`config.mk`:
```
export PLATFORM = sky130hd
export DESIGN_NAME = audio_resample_mulaw_packetizer
export DESIGN_NICKNAME = d
export VERILOG_FILES = /design/src/rtl/armp_pkg.sv /design/src/rtl/armp_mulaw_enc.sv /design/src/rtl/audio_resample_mulaw_packetizer.sv
export SDC_FILE = /design/constraint.sdc
export NUM_CORES = 1
export LEC_CHECK = 0
export BUFFER_PORTS_ARGS = -buffer_cell sky130_fd_sc_hd__buf_2
export CORE_ASPECT_RATIO = 1.5
export CORE_MARGIN = 2
export CORE_UTILIZATION = 50
export CTS_CLUSTER_DIAMETER = 80
export CTS_CLUSTER_SIZE = 20
export DETAILED_ROUTE_END_ITERATION = 8
export GPL_ROUTABILITY_DRIVEN = 0
export PLACE_DENSITY = 0.72
export SLEW_MARGIN = 40
export SYNTH_ARGS = -nofsm -noshare
export SYNTH_HDL_FRONTEND = slang
export SYNTH_SLANG_ARGS = --single-unit
```
`constraint.sdc`:
```
create_clock -name aclk -period 9.1 [get_ports aclk]
set_clock_uncertainty 0.05 [all_clocks]
set_input_delay 0.91 -clock aclk [delete_from_list [all_inputs] [get_ports aclk]]
set_output_delay 0.91 -clock aclk [all_outputs]
set_load 0.1 [all_outputs]
```
`src/rtl/armp_pkg.sv`:
```
// Shared constants and types for the audio resample / mu-law packetizer.
// No dependencies; imported by every module of the block.
package armp_pkg;

    // Sizes fixed by the transaction fields
    localparam int unsigned SAMPLE_W = 16;
    localparam int unsigned RATE_W   = 18;
    localparam int unsigned PHASE_W  = 18;
    localparam int unsigned CODE_W   = 8;
    localparam int unsigned TS_W     = 32;
    localparam int unsigned POS_W    = 8;

    // Resampler and packet framing
    localparam int unsigned OUTPUT_RATE    = 8000;
    localparam int unsigned PACKET_SAMPLES = 160;
    localparam int unsigned RATE_MIN       = 2000;
    localparam int unsigned RATE_MAX       = 192000;
    localparam int unsigned RATE_RESET     = 48000;
    localparam int unsigned MAX_OUT        = 4;

    // Worst-case output samples one frame can call for, and the sum width
    // needed to form phase + k * rate for every such k without wrapping.
    localparam int unsigned MAX_STEPS  = (OUTPUT_RATE + RATE_MIN - 1) / RATE_MIN;
    localparam int unsigned STEP_CNT_W = $clog2(MAX_STEPS + 1);
    localparam int unsigned OUT_CNT_W  = $clog2(MAX_OUT + 1);
    localparam int unsigned SUM_W      = $clog2(RATE_MAX * (MAX_STEPS + 1) + 1);

    // G.711 mu-law
    localparam int signed   MU_CLIP = 32635;
    localparam int unsigned MU_BIAS = 'h84;

    // Configuration register map
    localparam int unsigned CFG_ADDR_W = 1;
    localparam int unsigned CFG_DATA_W = 18;
    localparam logic [CFG_ADDR_W-1:0] CFG_INPUT_RATE = 1'd0;
    localparam logic [CFG_ADDR_W-1:0] CFG_MONO_INPUT = 1'd1;

    typedef logic signed [SAMPLE_W-1:0] sample_t;
    typedef logic [CODE_W-1:0]          code_t;

endpackage

```
`src/rtl/armp_mulaw_enc.sv`:
```
// G.711 mu-law encoder: clip, bias, segment search, inverted byte.
// Depends on armp_pkg.
module armp_mulaw_enc
    import armp_pkg::*;
(
    input  sample_t pcm,
    output code_t   code
);

    sample_t     clipped;
    logic        sign;
    logic [14:0] mag;
    logic [2:0]  exp_val;
    logic [14:0] shifted;

    always_comb begin
        if (pcm > SAMPLE_W'(MU_CLIP)) begin
            clipped = SAMPLE_W'(MU_CLIP);
        end else if (pcm < -SAMPLE_W'(MU_CLIP)) begin
            clipped = -SAMPLE_W'(MU_CLIP);
        end else begin
            clipped = pcm;
        end
        sign = clipped[SAMPLE_W-1];
        mag  = (sign ? 15'(-clipped) : 15'(clipped)) + 15'(MU_BIAS);

        // Highest set bit among 14..8 picks the segment
        exp_val = 3'd0;
        for (int i = 1; i < 8; i++) begin
            if (mag[i+7]) begin
                exp_val = 3'(i);
            end
        end
        shifted = mag >> (4'(exp_val) + 4'd3);
        code    = ~{sign, exp_val, shifted[3:0]};
    end

endmodule

```
`src/rtl/audio_resample_mulaw_packetizer.sv`:
```
// 8 kHz resampler, G.711 mu-law encoder and packetizer; uses armp_pkg and armp_mulaw_enc.
// An accepted frame is registered in the job slot; each of its bytes is then encoded into the output register.
// Throughput: one frame per cycle while each frame yields at most one byte and the output is not
// stalled; a frame that yields k bytes (up to 4) holds the job slot until all k have been emitted.
// Reset (aresetn low, synchronous): clears phase, packet fill, timestamp and
// all valids; input_rate returns to 48000, mono_input to 0.
module audio_resample_mulaw_packetizer
    import armp_pkg::*;
(
    input  logic                  aclk,
    input  logic                  aresetn,

    // Configuration write port
    input  logic                  cfg_wr_en,
    input  logic [CFG_ADDR_W-1:0] cfg_addr,
    input  logic [CFG_DATA_W-1:0] cfg_wdata,

    // Input frames
    input  logic                  s_valid,
    output logic                  s_ready,
    input  sample_t               s_left_sample,
    input  sample_t               s_right_sample,

    // Output bytes
    output logic                  m_valid,
    input  logic                  m_ready,
    output code_t                 m_mulaw_code,
    output logic [TS_W-1:0]       m_packet_timestamp,
    output logic [POS_W-1:0]      m_position_in_packet,
    output logic                  m_last_in_packet
);

    // ------------------------------------------------------------------
    // Configuration registers. The rate is saturated on the way in, so the
    // stored value is always within the supported range.
    // ------------------------------------------------------------------
    logic [RATE_W-1:0] input_rate_reg;
    logic              mono_input_reg;
    logic [RATE_W-1:0] rate_sat;

    always_comb begin
        if (cfg_wdata < RATE_W'(RATE_MIN)) begin
            rate_sat = RATE_W'(RATE_MIN);
        end else if (cfg_wdata > RATE_W'(RATE_MAX)) begin
            rate_sat = RATE_W'(RATE_MAX);
        end else begin
            rate_sat = cfg_wdata;
        end
    end

    always_ff @(posedge aclk) begin
        if (!aresetn) begin
            input_rate_reg <= RATE_W'(RATE_RESET);
            mono_input_reg <= 1'b0;
        end else if (cfg_wr_en) begin
            unique case (cfg_addr)
                CFG_INPUT_RATE: input_rate_reg <= rate_sat;
                CFG_MONO_INPUT: mono_input_reg <= cfg_wdata[0];
                default: ;
            endcase
        end
    end

    // ------------------------------------------------------------------
    // Handshake control.
    // job_*  : one accepted frame waiting to emit its bytes
    // out_free: the output register can take a byte this cycle
    // ------------------------------------------------------------------
    logic                 job_valid_reg;
    logic [OUT_CNT_W-1:0] job_cnt_reg;
    sample_t              job_sample_reg;
    logic                 m_valid_reg;

    logic out_free;
    logic emit;
    logic job_done;
    logic in_acc;

    assign out_free = !m_valid_reg || m_ready;
    assign emit     = job_valid_reg && out_free;
    assign job_done = emit && (job_cnt_reg == OUT_CNT_W'(1));
    // Take a new frame when the job slot is empty or empties this cycle
    assign s_ready  = !job_valid_reg || job_done;
    assign in_acc   = s_valid && s_ready;

    // ------------------------------------------------------------------
    // Channel mix: average rounds toward zero; mono uses left alone.
    // ------------------------------------------------------------------
    logic signed [SAMPLE_W:0] ch_sum;
    logic signed [SAMPLE_W:0] ch_sum_adj;
    sample_t                  mix_sample;

    always_comb begin
        ch_sum     = {s_left_sample[SAMPLE_W-1], s_left_sample}
                   + {s_right_sample[SAMPLE_W-1], s_right_sample};
        ch_sum_adj = ch_sum + (SAMPLE_W+1)'(ch_sum[SAMPLE_W]);
        mix_sample = mono_input_reg ? s_left_sample : ch_sum_adj[SAMPLE_W:1];
    end

    // ------------------------------------------------------------------
    // Phase accumulator. Count the output ticks that fall inside this
    // frame (phase + k * rate below OUTPUT_RATE), then advance by that
    // many rates and drop one frame length.
    // ------------------------------------------------------------------
    logic [PHASE_W-1:0]    phase_reg;
    logic [SUM_W-1:0]      phase_ext;
    logic [SUM_W-1:0]      rate_ext;
    logic [SUM_W-1:0]      phase_adv;
    logic [STEP_CNT_W-1:0] step_cnt;
    logic [OUT_CNT_W-1:0]  emit_cnt;
    logic [PHASE_W-1:0]    phase_new;

    always_comb begin
        phase_ext = SUM_W'(phase_reg);
        rate_ext  = SUM_W'(input_rate_reg);
        step_cnt  = '0;
        for (int k = 0; k < MAX_STEPS; k++) begin
            if (phase_ext + SUM_W'(k) * rate_ext < SUM_W'(OUTPUT_RATE)) begin
                step_cnt = step_cnt + STEP_CNT_W'(1);
            end
        end
        phase_adv = phase_ext + SUM_W'(step_cnt) * rate_ext - SUM_W'(OUTPUT_RATE);
        phase_new = phase_adv[PHASE_W-1:0];
        // Beyond MAX_OUT ticks the phase still advances but bytes are dropped
        if (int'(step_cnt) > MAX_OUT) begin
            emit_cnt = OUT_CNT_W'(MAX_OUT);
        end else begin
            emit_cnt = OUT_CNT_W'(step_cnt);
        end
    end

    always_ff @(posedge aclk) begin
        if (!aresetn) begin
            phase_reg <= '0;
        end else if (in_acc) begin
            phase_reg <= phase_new;
        end
    end

    // ------------------------------------------------------------------
    // Job slot: hold the mixed sample and the number of bytes still owed.
    // Frames with no output tick only move the phase.
    // ------------------------------------------------------------------
    always_ff @(posedge aclk) begin
        if (!aresetn) begin
            job_valid_reg <= 1'b0;
            job_cnt_reg   <= '0;
        end else if (in_acc && emit_cnt != '0) begin
            job_valid_reg <= 1'b1;
            job_cnt_reg   <= emit_cnt;
        end else if (job_done) begin
            job_valid_reg <= 1'b0;
        end else if (emit) begin
            job_cnt_reg <= job_cnt_reg - OUT_CNT_W'(1);
        end
    end

    always_ff @(posedge aclk) begin
        if (in_acc) begin
            job_sample_reg <= mix_sample;
        end
    end

    // ------------------------------------------------------------------
    // Encoder and packet framing feed the output register.
    // ------------------------------------------------------------------
    code_t             enc_code;
    logic [POS_W-1:0]  fill_reg;
    logic [TS_W-1:0]   ts_reg;
    logic              last_w;
    code_t             code_reg;
    logic [TS_W-1:0]   out_ts_reg;
    logic [POS_W-1:0]  out_pos_reg;
    logic              out_last_reg;

    armp_mulaw_enc u_enc (
        .pcm  (job_sample_reg),
        .code (enc_code)
    );

    // A byte whose fill plus one reaches or passes the packet length closes the packet
    assign last_w = (int'(fill_reg) + 1) >= PACKET_SAMPLES;

    always_ff @(posedge aclk) begin
        if (!aresetn) begin
            fill_reg <= '0;
            ts_reg   <= '0;
        end else if (emit) begin
            if (last_w) begin
                fill_reg <= '0;
                ts_reg   <= ts_reg + TS_W'(PACKET_SAMPLES);
            end else begin
                fill_reg <= fill_reg + POS_W'(1);
            end
        end
    end

    always_ff @(posedge aclk) begin
        if (!aresetn) begin
            m_valid_reg <= 1'b0;
        end else if (emit) begin
            m_valid_reg <= 1'b1;
        end else if (m_ready) begin
            m_valid_reg <= 1'b0;
        end
    end

    always_ff @(posedge aclk) begin
        if (emit) begin
            code_reg     <= enc_code;
            out_ts_reg   <= ts_reg;
            out_pos_reg  <= fill_reg;
            out_last_reg <= last_w;
        end
    end

    assign m_valid              = m_valid_reg;
    assign m_mulaw_code         = code_reg;
    assign m_packet_timestamp   = out_ts_reg;
    assign m_position_in_packet = out_pos_reg;
    assign m_last_in_packet     = out_last_reg;

endmodule

```
* Word-level counts from Yosys, hierarchy flattened
Cells that the tools add are included.
** Word-level totals
- Output and inout bits :: 51
- Word-level logic and storage cells :: 89
- Register bits :: 147
- Input bits :: 56
** Cells by class
- Multipliers :: 2
- Shift operators :: 1
- Add/subtract/negate cells :: 17
- Equality and inequality tests :: 2
- Bitwise operators :: 2
- Muxes and demuxes :: 26
- $lt $le $gt $ge :: 10
- Reductions and logical operators :: 16
** Operators by type and width (count)
- $mux 16 :: 3
- $lt 20x13->1 const B :: 2
- $mux 18 :: 2
- $mux 3 :: 11
- $add 32x8->32 const B :: 1
- $add 18x19->20 :: 1
- $add 18x20->20 :: 1
- $mul 2x18->20 const A :: 1
- $add 18x18->19 :: 1
- $lt 19x13->1 const B :: 1
- $add 18x18->18 :: 1
- $gt 18x18->1 const B :: 1
- $lt 18x11->1 const B :: 1
- $lt 18x13->1 const B :: 1
- $mul 3x18->18 :: 1
- $sub 18x13->18 const B :: 1
- $add 16x16->17 :: 1
- $add 17x1->17 :: 1
- $gt 16x16->1 const B :: 1
- $lt 16x16->1 const B :: 1
- $add 15x8->15 const B :: 1
- $mux 15 :: 1
- $neg 15->15 :: 1
- $shr 15x4->4 :: 1
- 20 further kinds :: 38

* Depth between registers and ports, before layout
Gate-level depths: netlist of run 1.
- Depth after elaboration :: 16
- Depth in mapped cells :: 41
- Gate-level depth less buffers :: 39

* Hierarchy
A second synthesis of run 1 with hierarchy kept.
** Second synthesis, totals
- Cell total of the unflattened synthesis :: 1334
- Area, all modules :: 11831.3 µm²
** Modules (own cells, without submodules)
- audio_resample_mulaw_packetizer :: instances 1, seq. area each 3343.2 µm², cells each 1098, area each 10309.9 µm²
- armp_mulaw_enc :: instances 1, seq. area each 0.0 µm², cells each 236, area each 1521.5 µm²

* Worst setup path before layout of run 1
No wires, ideal clock.
- Kind :: reg-to-reg
- From :: reg input_rate_reg[1]
- To :: reg phase_reg[12]
- Clock period less this slack :: 8.455 ns
- Path buffers :: 3
- Setup time :: 0.115 ns
- Setup slack :: 0.645 ns
- Arrival :: 8.290 ns
- Stages on the path, launching flop included :: 40
- Required time :: 8.935 ns
- Cells stage by stage :: dfxtp_1 > ha_1 > a31o_2 > a21o_1 > a21o_1 > a21o_1 > a21o_1 > a21o_1 > a21oi_1 > xor2_1 > nor4_1 > maj3_1 > or2_2 > ha_1 > clkbuf_1 > xnor2_1 > ha_1 > nand2_1 > [4 not listed] > fa_1 > inv_1 > fa_1 > ha_1 > ha_1 > fa_1 > a21o_1 > a21oi_1 > o21bai_1 > a21oi_1 > o21bai_1 > a21oi_1 > nor2b_1 > o21ai_0 > nor2b_1 > xor2_1 > o21ai_0 > and2_1
** On the way
- Cells in the longest elaborated chain, start to end :: 10
- Elaborated cells on any way between the ends :: 15
- Classes of those cells :: add/sub: 7; mul: 2; order compare: 3; mux: 3
** Ends and longest elaborated chain
- from (decl) :: RTL line audio_resample_mulaw_packetizer.sv:37 : logic [RATE_W-1:0] input_rate_reg;
- from (signal assigned) :: RTL line audio_resample_mulaw_packetizer.sv:53 : input_rate_reg <= RATE_W'(RATE_RESET);
- from (signal assigned) :: RTL line audio_resample_mulaw_packetizer.sv:57 : CFG_INPUT_RATE: input_rate_reg <= rate_sat;
- branches (longest 7 deep; another with $mul 2x18->20)
- $mul 3x18->18 * :: RTL line audio_resample_mulaw_packetizer.sv:122 : phase_adv = phase_ext + SUM_W'(step_cnt) * rate_ext - SUM_W'(OUTPUT_RATE);
- $add 18x18->18 * :: RTL line audio_resample_mulaw_packetizer.sv:122
- $sub 18x13->18 * :: RTL line audio_resample_mulaw_packetizer.sv:122
- to (signal assigned) :: RTL line audio_resample_mulaw_packetizer.sv:136 : phase_reg <= phase_new;
- to (decl) :: RTL line audio_resample_mulaw_packetizer.sv:105 : logic [PHASE_W-1:0] phase_reg;
Every way passes the cells marked *.
A chain may end at the register's enable or synchronous reset.

* Worst setup path in the final report of run 1
- From :: reg phase_reg[1]
- To :: reg phase_reg[17]
** On the way
- Cells in the longest elaborated chain, start to end :: 11
- Elaborated cells on any way between the ends :: 17
- Classes of those cells :: add/sub: 8; mul: 1; order compare: 4; mux: 4
** Ends and longest elaborated chain (RTL line)
- branches (longest 9 deep; another with $add 18x18->19)
- $add 18x18->18 * :: audio_resample_mulaw_packetizer.sv:122
- $sub 18x13->18 * :: audio_resample_mulaw_packetizer.sv:122
Marks and branches as above.

==> metrics.md, run 1 <==
| Metric | Value |
|---|---|
| Clk network pwr share | `0.177` |
| Initial cell density of the core | `0.5074` |
| Clock latency on the worst-skew pair | `0.43 ns` |
| Overflow left after global routing | `0` |
| Die Wd | `128.7 microns` |
| Crit path DAT | `8.93 ns` |
| Final Worst Setup Slack | `0.4988 ns` |
| Final TNS setup | `0 ns` |
| Most Frequent Cell on Critical Path | `sky130_fd_sc_hd__a21o_1` |
| Filler cells | `2040` |
| Number of nets in the finished design | `1639` |
| Leakage | `5.707 nW` |
| #FFs+latches synth | `137` |
| Number of top-level pins | `107` |
| Leading cell types in the layout, fill and taps excluded | `sky130_fd_sc_hd__nand2_1, sky130_fd_sc_hd__ha_1, sky130_fd_sc_hd__buf_2` |
| Combinational share of power | `0.593` |
| Wire length of the first global-routing pass | `46130 microns` |
| Sequential area share after synthesis | `0.2868` |
| Crit path largest cell delay | `0.53 ns` |
| Post-synthesis mux area share | `0.01310` |
| Tmin final | `8.601 ns` |
| Total power of the final layout | `0.003808 W` |
| Clock slew at the register clock pins of the worst setup and hold paths | `0.07 ns` |
| Rel. slew slack | `0.4804` |
| Peak VDD IR | `180.4 uV` |
| Area growth from synthesis to final layout | `12.70%` |
| Main flop type after synthesis | `sky130_fd_sc_hd__dfxtp_1` |
| Core Box Area | `22970 sq um` |
| Maximum buffer depth of the clock tree | `2` |
| Start-to-end type of the worst setup path | `register to register` |
| CP Depth | `36` |
| Placement Setup Slack | `0.2785 ns` |
| Pin count of the biggest net entering global routing | `76` |
| Internal Power | `0.001965 W` |
| Synth unique cells | `73` |
| Min-Delay Path Depth | `0` |
| Antenna Diode Count | `0` |
| Synthesized-area fraction occupied by and/or/nand/nor cells | `0.2181` |
| Postcts setup bufs | `0` |
| Transition time of the tightest slew-check pin | `0.7758 ns` |
| HPWL after DPL | `21800 microns` |
| Vias per std cell | `5.843` |
| Fraction of the cycle the final worst path needs | `0.9452` |
| Maximum frequency from static timing analysis | `116.3 MHz` |
| Via count of the routed design | `10.03k` |
| Clock net sink count | `137` |
| Number of buffers inserted during clock tree synthesis | `17` |
| Detailed router's first-iteration violation count | `635` |
| Mapped Avg Cell Area | `8.856 sq um` |
| Post-synthesis compound-gate area fraction | `0.1614` |
| Startpoint type of the worst setup path | `register` |
| Worst min path class | `register to register` |
| Number of enable flip-flop cells after synthesis | `60` |
| Critical Path Fanout Max | `12` |
| Hold buffer count at cts | `0` |
| Switch share | `0.4841` |
| Share of layout cells above drive strength 1 | `0.1253` |
| Initial antenna violation count | `0` |
| Average wire length per cell after detail routing | `16.33 microns` |
| Count of endpoints failing hold in the final timing report | `0` |
| Post-synthesis instance area | `11650 sq um` |
| Placement Rows | `68` |
| Count of maximum capacitance violations | `0` |
| Max stage delay cell, worst path | `sky130_fd_sc_hd__fa_1` |
| Height of the die | `191.0 microns` |
| Path depth of the worst reg2reg path | `36` |
| Yosys warning total | `0` |
| Maximum level of the CTS H-tree | `4` |
| CTS tree | `yes` |
| Post-route DRC violation count | `0` |
| Xor-xnor portion of the synthesized cell area | `0.07740` |
| All-Layer GR Usage | `0.2340` |
| Commonest non-fill, non-tap cell in the layout | `sky130_fd_sc_hd__nand2_1` |
| Iteration count of the initial detailed-routing pass | `5` |
| Unrepaired setup endpoints after global routing | `no` |
| Cell area power density | `289.9 nW/um^2` |
| Die area | `24570 sq um` |
| Run status | `finished clean` |
| Via count of the first global-routing pass | `9847` |
| Combinational family with the most area after synthesis | `simple AND/OR/NAND/NOR gates` |
| Final setup violation count | `0` |
| Switching power | `0.001844 W` |
| Adder-cell share of the synthesized area | `0.2042` |
| Sequential power share | `0.230` |
| Final wirelength | `28030 microns` |
| Endpoint kind of the worst setup timing path | `register` |
| Critical Path RT | `9.43 ns` |
| Worst Path Buf+Inv | `2` |
| Post-route antenna net violation count | `0` |
| Post-cts repair resize count | `0` |
| Cell family with the largest share of critical-path delay | `adder cells` |
| Port Buffers | `101` |
| Synth async-reset ratio | `0` |
| Max Slew Vio Count | `0` |
| Cell count after synthesis | `1316` |
| Root buffer selected by CTS | `sky130_fd_sc_hd__clkbuf_16` |
[synth_stat cells (4+ instances only)]
cell type,n,share of area
sky130_fd_sc_hd__edfxtp_1,60,0.15
sky130_fd_sc_hd__and3_1,21,0.011
sky130_fd_sc_hd__buf_4,5,0.0032
sky130_fd_sc_hd__or4_1,6,0.0039
sky130_fd_sc_hd__a21oi_1,57,0.024
sky130_fd_sc_hd__a31oi_1,16,0.0086
sky130_fd_sc_hd__nor2_1,63,0.020
sky130_fd_sc_hd__nor4_1,17,0.0091
sky130_fd_sc_hd__clkbuf_1,30,0.0097
sky130_fd_sc_hd__nor3_1,25,0.011
sky130_fd_sc_hd__a21boi_0,18,0.012
sky130_fd_sc_hd__a32oi_1,4,0.0030
sky130_fd_sc_hd__mux2i_1,13,0.011
sky130_fd_sc_hd__o31a_1,4,0.0030
sky130_fd_sc_hd__a211oi_1,7,0.0045
sky130_fd_sc_hd__inv_1,77,0.025
sky130_fd_sc_hd__ha_1,111,0.12
sky130_fd_sc_hd__o21ai_0,74,0.032
sky130_fd_sc_hd__xor2_1,36,0.027
sky130_fd_sc_hd__nand4_1,20,0.011
sky130_fd_sc_hd__or3_1,11,0.0059
sky130_fd_sc_hd__dfxtp_1,77,0.13
sky130_fd_sc_hd__fa_1,49,0.084
sky130_fd_sc_hd__and2_1,71,0.038
sky130_fd_sc_hd__nand3_1,53,0.023
sky130_fd_sc_hd__a21o_1,19,0.012
sky130_fd_sc_hd__xnor2_1,67,0.050
sky130_fd_sc_hd__a221oi_1,6,0.0045
sky130_fd_sc_hd__o211ai_1,7,0.0045
sky130_fd_sc_hd__o31ai_1,5,0.0032
sky130_fd_sc_hd__o21a_1,11,0.0071
sky130_fd_sc_hd__o21bai_1,6,0.0039
sky130_fd_sc_hd__nand2b_1,11,0.0059
sky130_fd_sc_hd__nand2_1,147,0.047
sky130_fd_sc_hd__o311ai_0,4,0.0030
sky130_fd_sc_hd__a22oi_1,8,0.0052
sky130_fd_sc_hd__nor2b_1,31,0.017
sky130_fd_sc_hd__or2_2,9,0.0048
[final timing paths]
check / start / end / slack, ns
max: phase_reg[1]$_SDFFE_PN0P_ / phase_reg[17]$_SDFFE_PN0P_ / 0.50
min: ts_reg[31]$_SDFFE_PN0P_ / m_packet_timestamp[31]$_DFFE_PP_ / 0.41
max reg2reg: phase_reg[1]$_SDFFE_PN0P_ / phase_reg[17]$_SDFFE_PN0P_ / 0.50
min reg2reg: ts_reg[31]$_SDFFE_PN0P_ / m_packet_timestamp[31]$_DFFE_PP_ / 0.41
[cells by family after synthesis]
family / count (synthesis)
and+or+nand+nor: 499
AOI/OAI and AO/OA: 285
adders and majority gates: 161
DFF: 137
buffers and inverters: 115
xor gates and xnor gates: 103
muxes: 15
other: 1
[per-layer routing]
metal / vias to the layer above / track usage / share of wire
met1: 4727 / 0.2548 / 0.40
met4: 0 / 0.1283 / 0.051
met3: 90 / 0.03554 / 0.036
li1: 4918 / - / -
met2: 292 / 0.4286 / 0.51
met5: - / 0 / 0
[area by class of cell]
class | instances | area [sq um] | share of cell area
multi-input combinational | 1068 | 7919 | 0.6029
clock inverter | 15 | 152.6 | 0.01162
timing repair buffer | 119 | 640.6 | 0.04877
clock buffer | 17 | 425.4 | 0.03239
sequential | 137 | 3344 | 0.2546
tap | 280 | 350.3 | 0.02667
inverter | 80 | 302.8 | 0.02305
[worst reg2reg max path, delay by kind of cell (launching register included)]
kind | cells | cell delay (ns)
AO/OA/AOI/OAI | 15 | 2.68
XOR/XNOR | 2 | 0.42
adder cells (fa/ha/maj) | 8 | 2.97
buffers and inverters | 2 | 0.35
flip-flops | 1 | 0.43
AND/OR/NAND/NOR | 9 | 1.65
[per-stage QoR]
step,std cells,area [sq um],hold WS [ns],utilization
after global placement,1684,12510,0.3978,0.5446
final,1716,13140,0.4134,0.5718
after floorplan,1320,11670,0.3792,-
after detailed placement,1684,12510,0.4004,0.5448
after CTS,1716,13090,0.4192,0.5699
after global routing,1716,13140,0.4267,0.5718
[power by group through the flow]
stage | Combinational [W] | Sequential (W) | Clock (W)
global route | 0.00250 | 0.000889 | 0.000714
floorplan | 0.00144 | 0.00122 | 0
finish | 0.00226 | 0.000876 | 0.000673
global placement | 0.00217 | 0.000887 | 0
detailed placement | 0.00221 | 0.000888 | 0
CTS | 0.00223 | 0.000875 | 0.000686
Note: power is estimated with default switching activity, not from simulation.
==> run 2, diff against run 1 <==
--- a/config.mk
+++ b/config.mk
@@ -5,6 +5,7 @@
 export SDC_FILE = /design/constraint.sdc
 export NUM_CORES = 1
 export LEC_CHECK = 0
+export ABC_AREA = 0
 export BUFFER_PORTS_ARGS = -buffer_cell sky130_fd_sc_hd__buf_2
 export CORE_ASPECT_RATIO = 1.5
 export CORE_MARGIN = 2
@@ -13,7 +14,7 @@
 export CTS_CLUSTER_SIZE = 20
 export DETAILED_ROUTE_END_ITERATION = 8
 export GPL_ROUTABILITY_DRIVEN = 0
-export PLACE_DENSITY = 0.72
+export PLACE_DENSITY = 0.69
 export SLEW_MARGIN = 40
 export SYNTH_ARGS = -nofsm -noshare
 export SYNTH_HDL_FRONTEND = slang
==> constraint.sdc (replaced) <==
create_clock -name aclk -period 10.5 [get_ports aclk]
set_clock_uncertainty 0.05 [all_clocks]
set_input_delay 1.05 -clock aclk [delete_from_list [all_inputs] [get_ports aclk]]
set_output_delay 1.05 -clock aclk [all_outputs]
set_load 0.1 [all_outputs]
==> metrics.md, run 2 (synthesis results as in run 1) <==
| Metric | Value |
|---|---|
| Crit path largest cell delay | `0.56 ns` |
| Start point of the worst hold path | `ts_reg[31]$_SDFFE_PN0P_` |
| Global-route met2 utilization | `0.4591` |
| Startpoint type of the worst setup path | `register` |
| Clock net sink count | `137` |
| Final setup violation count | `0` |
| Internal Power | `0.001731 W` |
| Max Slew Vio Count | `0` |
| Launching point of the worst reg2reg path | `input_rate_reg[1]$_SDFFE_PN0P_` |
| Leading cell types in the layout, fill and taps excluded | `sky130_fd_sc_hd__nand2_1, sky130_fd_sc_hd__ha_1, sky130_fd_sc_hd__buf_2` |
| Share of layout cells above drive strength 1 | `0.1131` |
| Final Worst Setup Slack | `1.287 ns` |
| Met1 routing resource usage after global routing | `0.2487` |
| Transition time of the tightest slew-check pin | `0.7757 ns` |
| Initial cell density of the core | `0.5074` |
| Clock slew at the register clock pins of the worst setup and hold paths | `0.07 ns` |
| Via count of the routed design | `9894` |
| Count of maximum capacitance violations | `0` |
| Cell area power density | `254.7 nW/um^2` |
| Area growth from synthesis to final layout | `11.88%` |
| Critical Path RT | `10.82 ns` |
| Global routing's busiest layer | `met2` |
| Met3 Resource Use GR | `0.03554` |
| Final wirelength | `28060 microns` |
| Rel. slew slack | `0.4781` |
| Antenna Diode Count | `0` |
| Clock latency on the worst-skew pair | `0.44 ns` |
| Core Box Area | `22970 sq um` |
| Commonest non-fill, non-tap cell in the layout | `sky130_fd_sc_hd__nand2_1` |
| Tmin final | `9.214 ns` |
| Number of nets in the finished design | `1627` |
| Postcts setup bufs | `0` |
| Hold buffer count at cts | `0` |
| Number of buffers inserted during clock tree synthesis | `17` |
| Sequential power share | `0.229` |
| Max stage delay cell, worst path | `sky130_fd_sc_hd__fa_1` |
| Vias per std cell | `5.806` |
| Peak VDD IR | `150.2 uV` |
| Filler cells | `2059` |
| Count of endpoints failing hold in the final timing report | `0` |
| Iteration count of the initial detailed-routing pass | `6` |
| Crit path DAT | `9.54 ns` |
| Root buffer selected by CTS | `sky130_fd_sc_hd__clkbuf_16` |
| Combinational share of power | `0.584` |
| Wire length of the first global-routing pass | `46950 microns` |
| Post-route DRC violation count | `0` |
| Endpoint kind of the worst setup timing path | `register` |
| Overflow left after global routing | `0` |
| Average wire length per cell after detail routing | `16.47 microns` |
| Run status | `finished clean` |
| Switch share | `0.4788` |
| Unrepaired setup endpoints after global routing | `no` |
| Leakage | `5.644 nW` |
| All-Layer GR Usage | `0.2378` |
| Maximum frequency from static timing analysis | `108.5 MHz` |
| Initial antenna violation count | `0` |
| Final TNS setup | `0 ns` |
| Post-route antenna net violation count | `0` |
| Clk network pwr share | `0.188` |
| Die area | `24570 sq um` |
| Path depth of the worst reg2reg path | `35` |
| HPWL after DPL | `21700 microns` |
| Fraction of the cycle the final worst path needs | `0.8775` |
| Terminating pin of the worst hold path | `m_packet_timestamp[31]$_DFFE_PP_` |
| Height of the die | `191.0 microns` |
| Switching power | `0.001590 W` |
| Number of top-level pins | `107` |
| CTS tree | `yes` |
| Maximum buffer depth of the clock tree | `2` |
| R2r endpoint | `phase_reg[17]$_SDFFE_PN0P_` |
| Critical Path Fanout Max | `15` |
| Detailed router's first-iteration violation count | `395` |
| Post-cts repair resize count | `0` |
| Via count of the first global-routing pass | `10.11k` |
| Placement Setup Slack | `1.398 ns` |
| Maximum level of the CTS H-tree | `4` |
| Min-Delay Path Depth | `0` |
| Worst min path class | `register to register` |
| Start-to-end type of the worst setup path | `register to register` |
| Port Buffers | `101` |
| Pin count of the biggest net entering global routing | `76` |
| Die Wd | `128.7 microns` |
| Placement Rows | `68` |
| Slack of the worst reg-to-reg path | `1.29 ns` |
-- run 2: worst max-delay path, delay by kind of cell (launching register included) --
family                   cells  cell delay, ns
AO/OA/AOI/OAI               14            3.17
adder cells (fa/ha/maj)      8            3.03
AND/OR/NAND/NOR              9            1.50
XOR/XNOR                     3            0.68
flip-flops                   1            0.54
buffers and inverters        1            0.20
-- run 2: metal layers --
| metal | routed length [microns] | part of all wire | vias to the layer above |
|---|---|---|---|
| li1 | - | - | 4903 |
| met2 | 15290 | 0.54 | 241 |
| met4 | 979 | 0.035 | 0 |
| met5 | 0 | 0 | - |
| met1 | 10890 | 0.39 | 4684 |
| met3 | 906 | 0.032 | 66 |
-- run 2: area by class of cell --
cell class              instances  area, sq um  share of cell area
inverters                      80        304.0             0.02332
multi-input cells            1068         7883              0.6045
repair buffers                107        550.5             0.04222
flip-flops and latches        137         3344              0.2565
well taps                     280        350.3             0.02687
clock buffers                  17        425.4             0.03262
clock inverters                15        182.7             0.01401
-- run 2: worst max-delay path by stage --
stage                                        start  slack (ns)  cells after the start                          to
floorplan           input_rate_reg[1]$_SDFFE_PN0P_        2.04                     39  phase_reg[12]$_SDFFE_PN0P_
global placement    input_rate_reg[1]$_SDFFE_PN0P_        1.63                     38  phase_reg[12]$_SDFFE_PN0P_
detailed placement  input_rate_reg[1]$_SDFFE_PN0P_        1.40                     35  phase_reg[17]$_SDFFE_PN0P_
CTS                 input_rate_reg[1]$_SDFFE_PN0P_        1.35                     35  phase_reg[17]$_SDFFE_PN0P_
global route        input_rate_reg[1]$_SDFFE_PN0P_        0.60                     36  phase_reg[17]$_SDFFE_PN0P_
finish              input_rate_reg[1]$_SDFFE_PN0P_        1.29                     35  phase_reg[17]$_SDFFE_PN0P_
-- run 2: power groups by stage --
stage               sequential [W]  clock, W  combinational, W
global route              0.000775  0.000653           0.00215
floorplan                  0.00105         0           0.00125
finish                    0.000759  0.000624           0.00194
detailed placement        0.000771         0           0.00192
CTS                       0.000760  0.000636           0.00193
global placement          0.000771         0           0.00188
-- run 2: per-stage QoR --
stage	area, sq um	utilization	hold WS [ns]	cells	power (W)
2_1_floorplan	11670	-	0.3792	1320	0.002300
3_3_place_gp	12420	0.5407	0.3850	1672	0.002647
3_5_place_dp	12430	0.5409	0.3856	1672	0.002689
4_1_cts	13030	0.5674	0.4014	1704	0.003326
5_1_grt	13040	0.5676	0.4018	1704	0.003581
6_report	13040	0.5676	0.3997	1704	0.003321
==> run 3, diff against run 2 <==
==> constraint.sdc (replaced) <==
create_clock -name aclk -period 8.6 [get_ports aclk]
set_clock_uncertainty 0.05 [all_clocks]
set_input_delay 0.86 -clock aclk [delete_from_list [all_inputs] [get_ports aclk]]
set_output_delay 0.86 -clock aclk [all_outputs]
set_load 0.1 [all_outputs]
==> metrics.md, run 3 (synthesis results as in run 1) <==
| Metric | Value |
|---|---|
| Met3 Resource Use GR | `0.03414` |
| Post-placement cell area | `12600 sq um` |
| Post-route antenna net violation count | `0` |
| Start-to-end type of the worst setup path | `register to register` |
| Placement Rows | `68` |
| Wire length of the first global-routing pass | `47370 microns` |
| Number of buffers inserted during clock tree synthesis | `17` |
| Via count of the routed design | `9979` |
| CTS tree | `yes` |
| Path depth of the worst reg2reg path | `32` |
| Min-Delay Path Depth | `0` |
| Number of nets in the finished design | `1651` |
| Initial antenna violation count | `0` |
| Fraction of the cycle the final worst path needs | `0.9576` |
| HPWL after DPL | `22220 microns` |
| Iteration count of the initial detailed-routing pass | `7` |
| Critical Path RT | `8.92 ns` |
| Number of top-level pins | `107` |
| Antenna Diode Count | `0` |
| Detailed router's first-iteration violation count | `544` |
| Maximum frequency from static timing analysis | `121.4 MHz` |
| Met1 routing resource usage after global routing | `0.2568` |
| Post-route design area | `13290 sq um` |
| Commonest non-fill, non-tap cell in the layout | `sky130_fd_sc_hd__nand2_1` |
| Maximum level of the CTS H-tree | `4` |
| Global routing's busiest layer | `met2` |
| Slack of the worst reg-to-reg path | `0.36 ns` |
| Maximum buffer depth of the clock tree | `2` |
| Startpoint type of the worst setup path | `register` |
| Average wire length per cell after detail routing | `16.57 microns` |
| Die area | `24570 sq um` |
| Transition time of the tightest slew-check pin | `0.6964 ns` |
| Via count of the first global-routing pass | `10.01k` |
| Worst hold margin | `0.4190 ns` |
| Die Wd | `128.7 microns` |
| Peak VDD IR | `160.2 uV` |
| Root buffer selected by CTS | `sky130_fd_sc_hd__clkbuf_16` |
| Final wirelength | `28630 microns` |
| Area growth from synthesis to final layout | `14.04%` |
| Final setup violation count | `0` |
| Post-route DRC violation count | `0` |
| Port Buffers | `101` |
| Share of layout cells above drive strength 1 | `0.1360` |
| Tmin final | `8.235 ns` |
| All-Layer GR Usage | `0.2409` |
| Clock net sink count | `137` |
| Endpoint kind of the worst setup timing path | `register` |
| Start point of the worst hold path | `ts_reg[31]$_SDFFE_PN0P_` |
| Crit path DAT | `8.56 ns` |
| Launching point of the worst reg2reg path | `input_rate_reg[4]$_SDFFE_PN0P_` |
| Critical Path Fanout Max | `14` |
| Vias per std cell | `5.775` |
| Rel. slew slack | `0.5348` |
| Count of maximum capacitance violations | `0` |
| Leakage | `5.786 nW` |
| R2r endpoint | `phase_reg[17]$_SDFFE_PN0P_` |
| Worst min path class | `register to register` |
| Clock latency on the worst-skew pair | `0.44 ns` |
| Global-route met2 utilization | `0.4583` |
| Crit path largest cell delay | `0.63 ns` |
| Max Slew Vio Count | `0` |
| Overflow left after global routing | `0` |
| Count of endpoints failing hold in the final timing report | `0` |
| Terminating pin of the worst hold path | `m_packet_timestamp[31]$_DFFE_PP_` |
| Cell area power density | `310.7 nW/um^2` |
| Clock slew at the register clock pins of the worst setup and hold paths | `0.06 ns` |
| Leading cell types in the layout, fill and taps excluded | `sky130_fd_sc_hd__nand2_1, sky130_fd_sc_hd__ha_1, sky130_fd_sc_hd__buf_2` |
| Initial cell density of the core | `0.5074` |
| Core Box Area | `22970 sq um` |
| Height of the die | `191.0 microns` |
| Pin count of the biggest net entering global routing | `76` |
| Max stage delay cell, worst path | `sky130_fd_sc_hd__a221oi_1` |
| Run status | `finished clean` |
[run 3: cell count changes in the layout (fill, tap and decap cells not counted), moves of 2 or more]
cell and delta:
sky130_fd_sc_hd__buf_4 +24, sky130_fd_sc_hd__a21oi_1 -5, sky130_fd_sc_hd__a21oi_2 +5, sky130_fd_sc_hd__ha_1 -2, sky130_fd_sc_hd__o21ai_0 -2, sky130_fd_sc_hd__o21ai_1 +2
sky130_fd_sc_hd__xnor2_1 -2, sky130_fd_sc_hd__xnor2_2 +2
[run 3: cell type report]
cell class	count	area (sq um)
Inverter	80	302.8
Clock inverter	15	178.9
Clock buffer	17	425.4
Multi-Input combinational cell	1068	7960
Fill cell	2059	9681
Tap cell	280	350.3
Sequential cell	137	3343
Timing Repair Buffer	131	730.7
[run 3: timing repair]
action                                  in CTS  in global routing
endpoints found under the setup margin       0                  4
hold buffers                                 0                  0
gates resized for setup                      0                 16
setup buffers                                0                  1
hold endpoints to repair                     0                  0
[run 3: routing by layer]
layer  share of wire  vias up
met5               0        -
met4           0.041        0
li1                -     4943
met3           0.030       71
met1            0.39     4717
met2            0.53      248
[run 3: power breakdown]
group | leakage, nW | switching (W) | total [W] | internal [W]
Clock | 0.292 | 0.000323 | 0.000763 | 0.000439
Combinational | 4.29 | 0.00156 | 0.00246 | 0.000899
Sequential | 1.20 | 0.0000871 | 0.000909 | 0.000822
Total | 5.79 | 0.00197 | 0.00413 | 0.00216
[run 3: metrics by stage]
step / instances / total power, W / setup WS, ns / setup TNS [ns] / utilization
CTS: 1727 / 0.004093 / 0.1800 / 0 / 0.5746
global placement: 1695 / 0.003257 / 0.3984 / 0 / 0.5482
finish: 1728 / 0.004130 / 0.3648 / 0 / 0.5786
detailed placement: 1695 / 0.003314 / 0.2314 / 0 / 0.5483
global route: 1728 / 0.004459 / -0.05595 / -0.05595 / 0.5786
floorplan: 1320 / 0.002808 / 0.1448 / 0 / -
[run 3: how the worst max path moves through the flow]
stage                                            end                      startpoint  slack [ns]
after floorplan           phase_reg[12]$_SDFFE_PN0P_  input_rate_reg[1]$_SDFFE_PN0P_        0.14
after global placement    phase_reg[17]$_SDFFE_PN0P_  input_rate_reg[3]$_SDFFE_PN0P_        0.40
after detailed placement  phase_reg[17]$_SDFFE_PN0P_  input_rate_reg[1]$_SDFFE_PN0P_        0.23
after CTS                 phase_reg[16]$_SDFFE_PN0P_  input_rate_reg[1]$_SDFFE_PN0P_        0.18
after global routing      phase_reg[17]$_SDFFE_PN0P_  input_rate_reg[1]$_SDFFE_PN0P_       -0.06
final                     phase_reg[17]$_SDFFE_PN0P_  input_rate_reg[4]$_SDFFE_PN0P_        0.36
[run 3: critical path, delay by kind of cell (launching register included)]
kind            cells  cell delay, ns
buf+inv             6            0.91
fa+ha+maj           6            2.34
compound gates     13            2.96
flops               1            0.48
xor+xnor            1            0.30
simple gates        6            1.13
